`src/rtl/core/lbvs_pkg.sv`:
```
// Shared constants, opcodes, the lane result type and the saturation helper
// for the linear blend vertex skinning block. No dependencies.
package lbvs_pkg;

  localparam int MAX_JOINTS       = 256;
  localparam int INFLUENCES       = 4;
  localparam int FRAC_BITS        = 16;
  localparam int WEIGHT_BITS      = 16;
  localparam int FIELD_INFLUENCES = 4;
  localparam int MAT_ELEMS        = 16;

  localparam logic [2:0] OP_LOAD_INV   = 3'd0;
  localparam logic [2:0] OP_LOAD_POSE  = 3'd1;
  localparam logic [2:0] OP_LOAD_MODEL = 3'd2;
  localparam logic [2:0] OP_FORM       = 3'd3;
  localparam logic [2:0] OP_VERTEX     = 3'd4;

  // Weighted point of one influence, before the cross-lane sum.
  typedef struct packed {
    logic signed [32:0] x;
    logic signed [32:0] y;
    logic signed [32:0] z;
  } lane_res_t;

  function automatic logic signed [31:0] sat32(input logic signed [63:0] v);
    logic signed [31:0] r;
    if (v > 64'sd2147483647) begin
      r = 32'sh7FFFFFFF;
    end else if (v < -64'sd2147483648) begin
      r = 32'sh80000000;
    end else begin
      r = v[31:0];
    end
    return r;
  endfunction

endpackage

```
`src/rtl/core/lbvs_if.sv`:
```


interface lbvs_out_if;
  logic               valid;
  logic               ready;
  logic signed [31:0] out_x;
  logic signed [31:0] out_y;
  logic signed [31:0] out_z;

  modport source(output valid, out_x, out_y, out_z, input ready);
  modport sink(input valid, out_x, out_y, out_z, output ready);
endinterface

```
`src/rtl/core/lbvs_merge.sv`:
```
// Merging stage: saturating sum of the lane results in influence order, the
// model-space transform and the output register. Depends on lbvs_pkg, lbvs_if.
module lbvs_merge #(
  parameter int NL        = lbvs_pkg::FIELD_INFLUENCES,
  parameter int FRAC_BITS = lbvs_pkg::FRAC_BITS
) (
  input  logic                clk,
  input  logic                rst_n,
  input  logic                model_we,
  input  logic [3:0]          model_idx,
  input  logic signed [31:0]  model_val,
  input  logic                start,
  input  lbvs_pkg::lane_res_t lane_res [NL],
  output logic                done,
  lbvs_out_if.source          out_ch
);

  localparam int KW   = (NL > 1) ? $clog2(NL) : 1;
  localparam int PW   = 64 - FRAC_BITS;
  localparam int ACCW = PW + 2;

  localparam logic [2:0] M_IDLE  = 3'd0;
  localparam logic [2:0] M_SUM   = 3'd1;
  localparam logic [2:0] M_XFORM = 3'd2;
  localparam logic [2:0] M_SAT   = 3'd3;
  localparam logic [2:0] M_PUSH  = 3'd4;

  logic [2:0]         state_r;
  logic [KW-1:0]      k_r;
  logic signed [31:0] model_r [16];
  logic signed [31:0] sum_r [3];
  logic signed [31:0] sum_nxt [3];
  logic               nz;
  logic               x_run_r, v1_r;
  logic [3:0]         xidx_r, idx1_r;
  logic signed [31:0] psel;
  logic signed [63:0] full;
  logic signed [PW-1:0]   prod_r;
  logic signed [ACCW-1:0] acc_r [3];
  logic signed [31:0] res_r [3];
  logic               out_valid_r, done_r;
  logic signed [31:0] ox_r, oy_r, oz_r;
  logic               can_load;

  assign can_load = !out_valid_r || out_ch.ready;

  always_comb begin
    nz = 1'b0;
    for (int i = 0; i < 16; i++) nz = nz | (|model_r[i]);
    sum_nxt[0] = lbvs_pkg::sat32(64'(sum_r[0]) + 64'(lane_res[k_r].x));
    sum_nxt[1] = lbvs_pkg::sat32(64'(sum_r[1]) + 64'(lane_res[k_r].y));
    sum_nxt[2] = lbvs_pkg::sat32(64'(sum_r[2]) + 64'(lane_res[k_r].z));
    case (xidx_r[3:2])
      2'd0:    psel = sum_r[0];
      2'd1:    psel = sum_r[1];
      default: psel = sum_r[2];
    endcase
    full = model_r[xidx_r] * psel;
  end

  always_ff @(posedge clk) begin
    if (!rst_n) begin
      state_r     <= M_IDLE;
      k_r         <= '0;
      x_run_r     <= 1'b0;
      xidx_r      <= '0;
      v1_r        <= 1'b0;
      out_valid_r <= 1'b0;
      done_r      <= 1'b0;
      for (int i = 0; i < 16; i++) model_r[i] <= '0;
    end else begin
      done_r <= 1'b0;
      if (model_we) model_r[model_idx] <= model_val;
      if (out_ch.ready) out_valid_r <= 1'b0;
      v1_r <= x_run_r;
      if (x_run_r) begin
        xidx_r <= xidx_r + 4'd1;
        if (xidx_r == 4'd15) x_run_r <= 1'b0;
      end
      unique case (state_r)
        M_IDLE: begin
          if (start) begin
            k_r     <= '0;
            state_r <= M_SUM;
          end
        end
        M_SUM: begin
          k_r <= k_r + KW'(1);
          if (k_r == KW'(NL - 1)) begin
            if (nz) begin
              x_run_r <= 1'b1;
              xidx_r  <= '0;
              state_r <= M_XFORM;
            end else begin
              state_r <= M_PUSH;
            end
          end
        end
        M_XFORM: begin
          if (v1_r && (idx1_r == 4'd15)) state_r <= M_SAT;
        end
        M_SAT: begin
          state_r <= M_PUSH;
        end
        M_PUSH: begin
          if (can_load) begin
            out_valid_r <= 1'b1;
            done_r      <= 1'b1;
            state_r     <= M_IDLE;
          end
        end
        default: state_r <= M_IDLE;
      endcase
    end
  end

  always_ff @(posedge clk) begin
    if ((state_r == M_IDLE) && start) begin
      for (int r = 0; r < 3; r++) sum_r[r] <= '0;
    end else if (state_r == M_SUM) begin
      for (int r = 0; r < 3; r++) sum_r[r] <= sum_nxt[r];
      // An all-zero model matrix reads as identity.
      if (k_r == KW'(NL - 1)) begin
        for (int r = 0; r < 3; r++) res_r[r] <= sum_nxt[r];
      end
    end
    idx1_r <= xidx_r;
    if (xidx_r[3:2] == 2'd3) begin
      prod_r <= PW'(model_r[xidx_r]);
    end else begin
      prod_r <= PW'(full >>> FRAC_BITS);
    end
    if (v1_r && (idx1_r[1:0] != 2'd3)) begin
      acc_r[idx1_r[1:0]] <= (idx1_r[3:2] == 2'd0) ? ACCW'(prod_r)
                                                  : acc_r[idx1_r[1:0]] + ACCW'(prod_r);
    end
    if (state_r == M_SAT) begin
      for (int r = 0; r < 3; r++) res_r[r] <= lbvs_pkg::sat32(64'(acc_r[r]));
    end
    if ((state_r == M_PUSH) && can_load) begin
      ox_r <= res_r[0];
      oy_r <= res_r[1];
      oz_r <= res_r[2];
    end
  end

  assign out_ch.valid = out_valid_r;
  assign out_ch.out_x = ox_r;
  assign out_ch.out_y = oy_r;
  assign out_ch.out_z = oz_r;
  assign done         = done_r;

endmodule
```
`src/flat_wrapper.sv`:
```
// flat-port wrapper written by rule: the top's interface ports become plain ports
module lbvs_merge_flat 
#(
  parameter int NL        = lbvs_pkg::FIELD_INFLUENCES,
  parameter int FRAC_BITS = lbvs_pkg::FRAC_BITS
)
  (clk, rst_n, model_we, model_idx, model_val, start, lane_res, done, out_ch_valid, out_ch_out_x, out_ch_out_y, out_ch_out_z, out_ch_ready);
  lbvs_out_if out_ch_i ();
  input  logic clk;
  input  logic rst_n;
  input  logic model_we;
  input  logic [3:0] model_idx;
  input  logic signed [31:0] model_val;
  input  logic start;
  input  lbvs_pkg::lane_res_t lane_res[NL];
  output logic done;
  output wire logic [$bits(out_ch_i.valid)-1:0] out_ch_valid;
  output wire logic [$bits(out_ch_i.out_x)-1:0] out_ch_out_x;
  output wire logic [$bits(out_ch_i.out_y)-1:0] out_ch_out_y;
  output wire logic [$bits(out_ch_i.out_z)-1:0] out_ch_out_z;
  input wire logic [$bits(out_ch_i.ready)-1:0] out_ch_ready;
  assign out_ch_valid = out_ch_i.valid;
  assign out_ch_out_x = out_ch_i.out_x;
  assign out_ch_out_y = out_ch_i.out_y;
  assign out_ch_out_z = out_ch_i.out_z;
  assign out_ch_i.ready = out_ch_ready;
  lbvs_merge #(.NL(NL), .FRAC_BITS(FRAC_BITS)) u_core (.clk(clk), .rst_n(rst_n), .model_we(model_we), .model_idx(model_idx), .model_val(model_val), .start(start), .lane_res(lane_res), .done(done), .out_ch(out_ch_i));
endmodule
```
`config.mk`:
```
export PLATFORM = sky130hd
export DESIGN_NAME = lbvs_merge_flat
export DESIGN_NICKNAME = d
export VERILOG_FILES = /design/src/rtl/core/lbvs_pkg.sv /design/src/rtl/core/lbvs_if.sv /design/src/rtl/core/lbvs_merge.sv /design/src/flat_wrapper.sv
export SDC_FILE = /design/constraint.sdc
export NUM_CORES = 2
export LEC_CHECK = 0
export BUFFER_PORTS_ARGS = -buffer_cell sky130_fd_sc_hd__buf_2
export CAP_MARGIN = 20
export CORE_ASPECT_RATIO = 1.1
export CORE_MARGIN = 2
export CORE_UTILIZATION = 64
export CTS_BUF_LIST = sky130_fd_sc_hd__clkbuf_8
export DETAILED_ROUTE_END_ITERATION = 8
export PLACE_DENSITY = 0.94
export SYNTH_ARGS = -nofsm -noshare
export SYNTH_HDL_FRONTEND = slang
export SYNTH_SLANG_ARGS = --single-unit
```
`constraint.sdc`:
```
create_clock -name clk -period 11.9 [get_ports clk]
set_input_delay 2.38 -clock clk [delete_from_list [all_inputs] [get_ports clk]]
set_output_delay 2.38 -clock clk [all_outputs]
set_load 0.01 [all_outputs]
```
Word-level counts from Yosys, hierarchy flattened
Memories as Yosys holds them, arrays and structs flattened. A register that Yosys moved wholly into a read port is not among the register bits.
Index checks and enable logic that the tools add are counted.
Storage, ports and cells
  flip-flop bits (word level): 65
  bits in latches: 0
  RAM bits: 854
  memory bits (read-only): 0
  input bits: 437
  output and inout bits: 98
  word-level logic and storage cells: 168
  memories: 4
Memories
  u_core.model_r: depth 16, width 32, read ports 17, clocked after Yosys merged registers in 1, wr ports 16, RTL line lbvs_merge.sv:30  | logic signed [31:0] model_r [16];
  u_core.acc_r: depth 3, width 50, read ports 4, clocked after Yosys merged registers in 1, wr ports 1, RTL line lbvs_merge.sv:39  | logic signed [ACCW-1:0] acc_r [3];
  u_core.res_r: depth 3, width 32, read ports 3, clocked after Yosys merged registers in 3, wr ports 3, RTL line lbvs_merge.sv:40  | logic signed [31:0] res_r [3];
  u_core.sum_r: depth 3, width 32, read ports 3, clocked after Yosys merged registers in 0, wr ports 3, RTL line lbvs_merge.sv:31  | logic signed [31:0] sum_r [3];
Operators by class
  $add $sub $neg: 6
  $mul: 1
  div/mod/pow operators: 0
  $lt $le $gt $ge: 13
  equality and inequality tests: 14
  shift-type cells: 0
  muxes and demuxes: 69
  bitwise gates (word level): 22
  reductions and logical operators: 30
Operators by type and width (number)
  $mux W32: 22
  $reduce_or A32 Y1: 17
  $bmux W99 S2: 1
  $mux W99: 2
  $gt A64 B32 Y1 const B: 3
  $lt A64 B32 Y1 const B: 3
  $gt A50 B32 Y1 const B: 3
  $lt A50 B32 Y1 const B: 3
  $add A32 B33 Y34: 3
  $mul A32 B32 Y64: 1
  $pmux W32 S2: 1
  $add A50 B48 Y50: 1
  $mux W50: 1
  $mux W48: 1
  $mux W1: 27
  $mux W4: 6
  $or A1 B1 Y1: 21
  $mux W3: 5
  $pmux W3 S5: 1
  $eq A4 B4 Y1 const B: 2
  $eq A3 B2 Y1 const B: 2
  $ne A2 B1 Y1 const B: 3
  $add A4 B1 Y4 const B: 1
  $eq A2 B2 Y1 const B: 2
  other kinds (17): 23

Depth between registers and ports, before layout
  word-level depth: 20
  depth in mapped cells: 38
  gate-level depth less buffers: 32

Least setup slack after synthesis
No wires, ideal clock.
  path type: register -> register
  start: reg, netlist name u_core.xidx_r[0]
  end: reg u_core.prod_r[29]
  library setup time: 0.132 ns
  arrival: 9.409 ns
  required time: 11.768 ns
  path slack: 2.358 ns
  cell stages (with the launch flop): 36
  buffers on the path: 6
  period minus slack after synthesis: 9.542 ns
  path through: dfxtp_1 clkbuf_1 buf_2 buf_2 buf_2 buf_2 mux4_2 mux2i_1 nand2_1 o21ai_1 clkbuf_1 nor2_1 fa_1 fa_1 fa_1 inv_1 fa_1 inv_1 fa_1 inv_1 fa_1 inv_1 fa_1 inv_1 fa_1 inv_1 ha_1 a2111oi_0 nor2_1 a211oi_1 a31oi_4 a311oi_2 o21ai_2 a41oi_1 xor2_1 a21oi_1
RTL lines
  end signal, assigned: RTL line lbvs_merge.sv:129  | prod_r <= PW'(model_r[xidx_r]);
  end signal, assigned: RTL line lbvs_merge.sv:131  | prod_r <= PW'(full >>> FRAC_BITS);
  end, declared: RTL line lbvs_merge.sv:38  | logic signed [PW-1:0] prod_r;

==> metrics <==
Syn Std Cell Area=0.0910 mm^2; Setup violations, final=0; worst endpoint required time=12.68 ns; H-tree levels=4; vias in the first global route=75.4k; Worst-Skew Late Latency=0.98 ns; fin. max-slew vios=0; Final GP Congestion=1.07; endpoint type of the worst setup path=register; CTS tree=yes; via count=73.7k; Iter 0 DRT Violations=12.3k; Slowest-stage cell, CP=o21a_1; io pins=535; Final TNS setup=0 ns; crit start category=register; Synth Warn #=0; placed standard-cell area=0.0965 mm^2; design area=0.100 mm^2; CP arrival=11.58 ns; initial antenna violation count=50; grt ovf=0; main flop type after synthesis=edfxtp_1; Die ar.=0.145 mm^2; RSZ-0062 raised after global routing=false; Reg clk slew, reported paths=0.07 ns; Max Fanout on Critical Path=40; Hold Worst Slack=0.398 ns; Seq/Total Area, Yosys=34.4%; total track usage=47.9%; commonest non-fill, non-tap cell in the layout=inv_1; FFs w/ async S/R, synth=0%; most frequent cells in the layout=inv_1 (1176), fa_1 (1086), edfxtp_1 (1000), nand2_1 (820), nor2_1 (690); max-cap viol count=0; Clock Root Buffer=clkbuf_8; status=complete, no violations; crit-path max cell delay=0.93 ns; post-layout min period=10.80 ns; Most Frequent Cell on Critical Path=fa_1; clock sinks=1065; Post CTS Setup Buffer Count=0; # fillers=9624; DRC Markers=0; first-pass GRT wire length=496000 um; Cell variety after synth=82; Synth Register Bits=1065; post_cts resized=0; WL/cell=31.6 um; max layer used=met5; worst-margin pin slew=1.26 ns; TritonRoute pass-1 iters=9; crit path kind=register to register; area growth from synthesis to layout=10.1%; metal2 WL=145000 um; ratio of cells with drive above 1 in the final layout=15.1%; clock tree buffer depth=3; endpoints failing hold=0; final WL=344000 um; Final ANT Viol Nets=0; total clock buffers created by CTS=171; Die W=364 um; vias per cell=6.78; I/O Buffers=534; Period Utilization, post-route=90.8%; DP Wirelength=256000 um; hold_buf cts=0; Core Area=0.142 mm^2; Fin Clk Skew=0.0933 ns; metal1 wirelength=107000 um; Post-synth EDFFs=1000; largest net degree at the start of global routing=93; final net count=10.7k; fmax=0.0926 GHz; max_slew headroom=15.6%; Die Height=400 um; mean area per synthesized cell=11.0 um^2; DR WL met3=58400 um; Initial Utilization=64.2%; Worst Hold Class=register to register; cell count after synthesis=8295; Placement Rows=145
[stage by stage]
step                      cells  setup WS [ns]  util (%)
after detailed placement  10500           1.31      68.1
final                     10900           1.10      70.7
after global routing      10900          0.521      70.7
after floorplan            8344           2.36         -
after global placement    10500           1.26      68.1
after CTS                 10800           1.25      70.5
[routing by layer]
| layer | track usage, % | vias up |
|---|---|---|
| met4 | 36.2 | 44 |
| met5 | 1.13 | - |
| met3 | 21.7 | 1986 |
| met1 | 56.9 | 35600 |
| li1 | - | 28900 |
| met2 | 68.3 | 7188 |
[cell families (layout without fill, tap and decap cells)]
group / after synthesis / after routing / share of synthesized area, %
AOI/OAI and AO/OA: 1073 / 1073 / 7.23
xor gates and xnor gates: 194 / 194 / 1.87
adders and majority gates: 1415 / 1415 / 28.4
buffers and inverters: 1573 / 2167 / 6.52
DFF: 1065 / 1065 / 34.4
muxes: 377 / 377 / 8.00
other: 1 / 76 / 0.00412
and+or+nand+nor: 2597 / 2597 / 13.6
[registers in the layout, summed over array words and instances (netlist names), 2 cells and up]
register,count
out_ch_out_y,32
out_ch_out_z,32
u_core.acc_r,200
u_core.idx1_r,4
u_core.k_r,2
u_core.sum_r,96
u_core.model_r,512
u_core.xidx_r,4
out_ch_out_x,32
u_core.state_r,3
u_core.res_r,96
u_core.prod_r,48
[cell usage after synthesis (6+ instances only)]
master / number / area [um^2]
inv_1: 1131 / 4250
fa_1: 1086 / 21700
edfxtp_1: 1000 / 30000
nand2_1: 820 / 3080
nor2_1: 707 / 2650
and2_1: 549 / 3430
a21oi_1: 376 / 1880
clkbuf_1: 371 / 1390
ha_1: 329 / 4120
mux4_2: 277 / 6240
o21ai_0: 217 / 1090
nor4_1: 151 / 945
a21o_1: 119 / 893
xnor2_1: 101 / 885
xor2_1: 93 / 815
nand3_1: 89 / 445
o21a_1: 76 / 571
nand4_1: 72 / 450
mux2i_1: 69 / 691
dfxtp_1: 65 / 1300
o21ai_1: 56 / 280
nand2b_1: 53 / 332
nor2b_1: 48 / 300
buf_1: 47 / 176
and3_1: 37 / 231
a221oi_1: 36 / 315
o21bai_1: 34 / 255
a211oi_1: 30 / 225
mux2_2: 30 / 338
nor3_1: 25 / 125
a31oi_1: 21 / 131
buf_2: 21 / 105
o31ai_1: 15 / 113
o211ai_1: 13 / 97.6
or2_2: 10 / 62.6
a2111oi_0: 9 / 78.8
o31a_1: 9 / 78.8
or3_1: 8 / 50.1
a211o_1: 6 / 52.6
[layout make-up]
cell class	instances	area (um^2)	area share [%]
clock inverter	137	1000	1.00
inverter	1132	4250	4.24
timing repair buffer	725	4340	4.33
multi-input combinational	5706	54400	54.3
antenna	26	65.1	0.0649
tap	1911	2390	2.39
clock buffer	173	2380	2.38
sequential	1065	31400	31.3
[worst max-delay path, delay by kind of cell, from the launching register on]
kind / cells / cell delay (ns)
adders and majority gates: 9 / 4.72
AOI/OAI and AO/OA: 10 / 2.48
buffers and inverters: 5 / 0.94
and+or+nand+nor: 4 / 0.93
DFF: 1 / 0.91
muxes: 2 / 0.56
[final timing paths]
kind	endpoint	slack, ns	cells past startpoint	startpoint
worst max register to register	u_core.prod_r[43]	1.10	30	u_core.xidx_r[0]
worst max-delay path	u_core.prod_r[43]	1.10	30	u_core.xidx_r[0]
worst min register to register	out_ch_out_x[4]	0.40	0	u_core.res_r[0][4]
worst min-delay path	out_ch_out_x[4]	0.40	0	u_core.res_r[0][4]
Power is not shown: default switching activity piles up to over one toggle a cycle in this logic, so the estimate is an artifact.
